===== src/sv/rmvt_ram.sv =====
`default_nettype none
module rmvt_ram #(
  parameter int WIDTH = 8,
  parameter int DEPTH = 16
) (
  input  wire logic                     clk,
  input  wire logic                     we,
  input  wire logic [$clog2(DEPTH)-1:0] waddr,
  input  wire logic [WIDTH-1:0]         wdata,
  input  wire logic                     re,
  input  wire logic [$clog2(DEPTH)-1:0] raddr,
  output logic      [WIDTH-1:0]         rdata
);

  logic [WIDTH-1:0] mem [DEPTH];

  always_ff @(posedge clk) begin
    if (we) begin
      mem[waddr] <= wdata;
    end
    if (re) begin
      rdata <= mem[raddr];
    end
  end

endmodule
`default_nettype wire


===== config.mk =====
export PLATFORM = sky130hd
export DESIGN_NAME = rmvt_ram
export DESIGN_NICKNAME = d
export VERILOG_FILES = /design/src/sv/rmvt_ram.sv
export SDC_FILE = /design/constraint.sdc
export NUM_CORES = 1
export LEC_CHECK = 0
export ABC_AREA = 1
export BUFFER_PORTS_ARGS = -buffer_cell sky130_fd_sc_hd__buf_2
export CORE_UTILIZATION = 45
export DETAILED_ROUTE_END_ITERATION = 16
export GPL_ROUTABILITY_DRIVEN = 0
export PLACE_DENSITY = 0.63
export SLEW_MARGIN = 5
export SYNTH_ARGS = -nofsm -noshare
export SYNTH_HDL_FRONTEND = slang
export SYNTH_SLANG_ARGS = --single-unit

===== constraint.sdc =====
create_clock -name clk -period 1.4 [get_ports clk]
set_input_delay 0.28 -clock clk [delete_from_list [all_inputs] [get_ports clk]]
set_output_delay 0.28 -clock clk [all_outputs]
set_load 0.01 [all_outputs]

==> impl_metrics.yaml <==
layout:
  nets: 621
  diodes: 0
  n_fill_cell: 1080
  drive_above_1_share_pct: 13.7
  layout.cells.most_common_list: "173 x nand2_1, 136 x edfxtp_1, 100 x inv_1"
  area_delta_synth_final_pct: 18.1
  layout_commonest_cell: "nand2_1"
placed_design:
  numPortBuffers: 26
  dpl.hpwl_mm: 8.21
grt:
  antenna_found_initial: 0
  grt_max_degree: 33
  grt_pass1_wl_mm: 20.7
  grt_pass1_vias: 3700
  gr-usage-all-layers_pct: 22.0
  overflow: 0
setup_path:
  crit_fanout: 1
  critPathCaptureType: "primary output"
  slowest_delay_ns: 0.44
  startpoint_type: "flip-flop"
  critical_path.cell_chain: "buf_2"
  path_buf_inv: 1
  cpMaxStageDelayCell: "edfxtp_1"
  path_class: "flip-flop to primary output"
  crit_required_ns: 1.12
  cp_top_family: "flip-flops"
  arrival_ns: 1.02
timing:
  rsz0062_at_grt: "no"
  fin_skew_ns: 0.00716
  finalHoldViolCount: 0
  slew_violations: 0
  worst_pin_slew_ns: 0.624
  max-slew-margin-rel_pct: 58.3
  period_share_pct: 93.2
  setup_viol: 0
  min_period_ns: 1.30
  tns_ns: 0
  holdWs_ns: 0.227
  fmax_ghz: 0.767
cts:
  cts_tree: "yes"
  clk_pin_slew_worst_paths_ns: 0.06
  ctsHtreeMaxLevel: 4
  clk_latency_ns: 0.42
  cts_hold_buf: 0
  cts_setup_buffers: 0
  clock_tree.root_cell: "clkbuf_16"
  cts_resized: 0
  cts_sinks: 136
  clockBufferDepth: 2
  numCtsBuffers: 17
detailed_routing:
  first_pass_iters: 5
  avgRoutedWirePerCell_um: 17.2
  ant_nets: 0
  vias_per_cell: 4.98
  drc_errors: 0
  drt_iter0_markers: 321
  vias: 3913
  routed_wl_mm: 13.6
power:
  clkPwrFrac_pct: 45.5
  p_sw_uw: 2030
  p_leak_uw: 0.00299
  combPwrFrac_pct: 6.3
  switching_share_pct: 21.2
  pwr_density_cell_mw_per_mm2: 1390
  peakVddDrop_v: 0.000790
  p_int_uw: 7540
  seq_power_share_pct: 48.3
synthesis:
  netlist.area_leader.share_pct: 69.8
  yosys.cell_types.count: 11
  ys_seq_area_share_pct: 69.8
  synthCells: 551
  ys_seq_elements: 136
  netlist_top_cells_area: "edfxtp_1 70%, nand2_1 11%, nand3_1 8.3%, inv_1 6.4%, buf_6 1.2%"
  yosysWarnings: 0
  syn-num-nets: 570
  yosys.area.top_type: "edfxtp_1"
  syn-cell-area_mm2: 0.00585
  synth.avg_cell_area_um2: 10.6
min_path:
  hp-class: "input port to flip-flop"
flow_run:
  drv_cap: 0
floorplanning:
  rows: 41
  die-height_um: 116
  boundaryPins: 27
  core_area_mm2: 0.0126
  die_w_um: 116
  start_util_pct: 46.3
  dieArea_mm2: 0.0135
outcome:
  status: "completed"
[power by group through the flow]
stage               Sequential (uW)  Clock, uW  Combinational [uW]
floorplan                      4700          0                 322
global placement               4700          0                 583
detailed placement             4700          0                 593
CTS                            4620       4400                 601
global route                   4620       4570                 658
finish                         4620       4350                 598
[per-layer routing]
metal | wire, um | vias up | track usage [%]
met1 | 5850 | 1841 | 29.8
met2 | 6460 | 165 | 33.7
met3 | 927 | 24 | 6.01
met5 | 0 | - | 0
met4 | 323 | 0 | 9.23
li1 | - | 1883 | -
[state kept, by name (all words and copies together) (netlist names)]
signal / flops
mem: 128
rdata: 8
[metrics by stage]
step	cell area (um2)	utilization [%]	power, uW	instances	setup slack [ns]
floorplan	5850	-	5020	551	0.169
CTS	6910	54.7	9620	786	0.0841
detailed placement	6340	50.2	5290	755	-0.122
global route	6910	54.7	9860	786	0.0579
global placement	6340	50.2	5280	755	-0.111
finish	6910	54.7	9560	786	0.0956
[kinds of logic after synthesis]
group | share of synthesized area [%]
buf+inv | 9.39
flops | 69.8
simple gates | 20.8
[final cells by class]
type | count | area (um2) | share of cell area (%)
clock inverter | 12 | 134 | 1.94
multi-input combinational | 289 | 1210 | 17.6
sequential | 136 | 4080 | 59.1
clock buffer | 19 | 433 | 6.27
timing repair buffer | 56 | 443 | 6.41
tap | 172 | 215 | 3.12
inverter | 102 | 383 | 5.54
[final timing paths]
kind,startpoint,endpoint,slack (ns),depth (start not counted)
hold reg to reg,mem[6][7],rdata[7],0.75,6
setup reg to reg,mem[7][6],rdata[6],0.26,6
hold / removal,re,rdata[1],0.23,1
setup / recovery,rdata[4],rdata[4],0.1,1
[synthesized netlist by cell type, drive strengths merged]
library cell,n
nand2,173
nand3b,2
buf,24
nor2,17
inv,102
edfxtp,136
nand3,97
No activity file was read; power rests on OpenSTA's default activity.
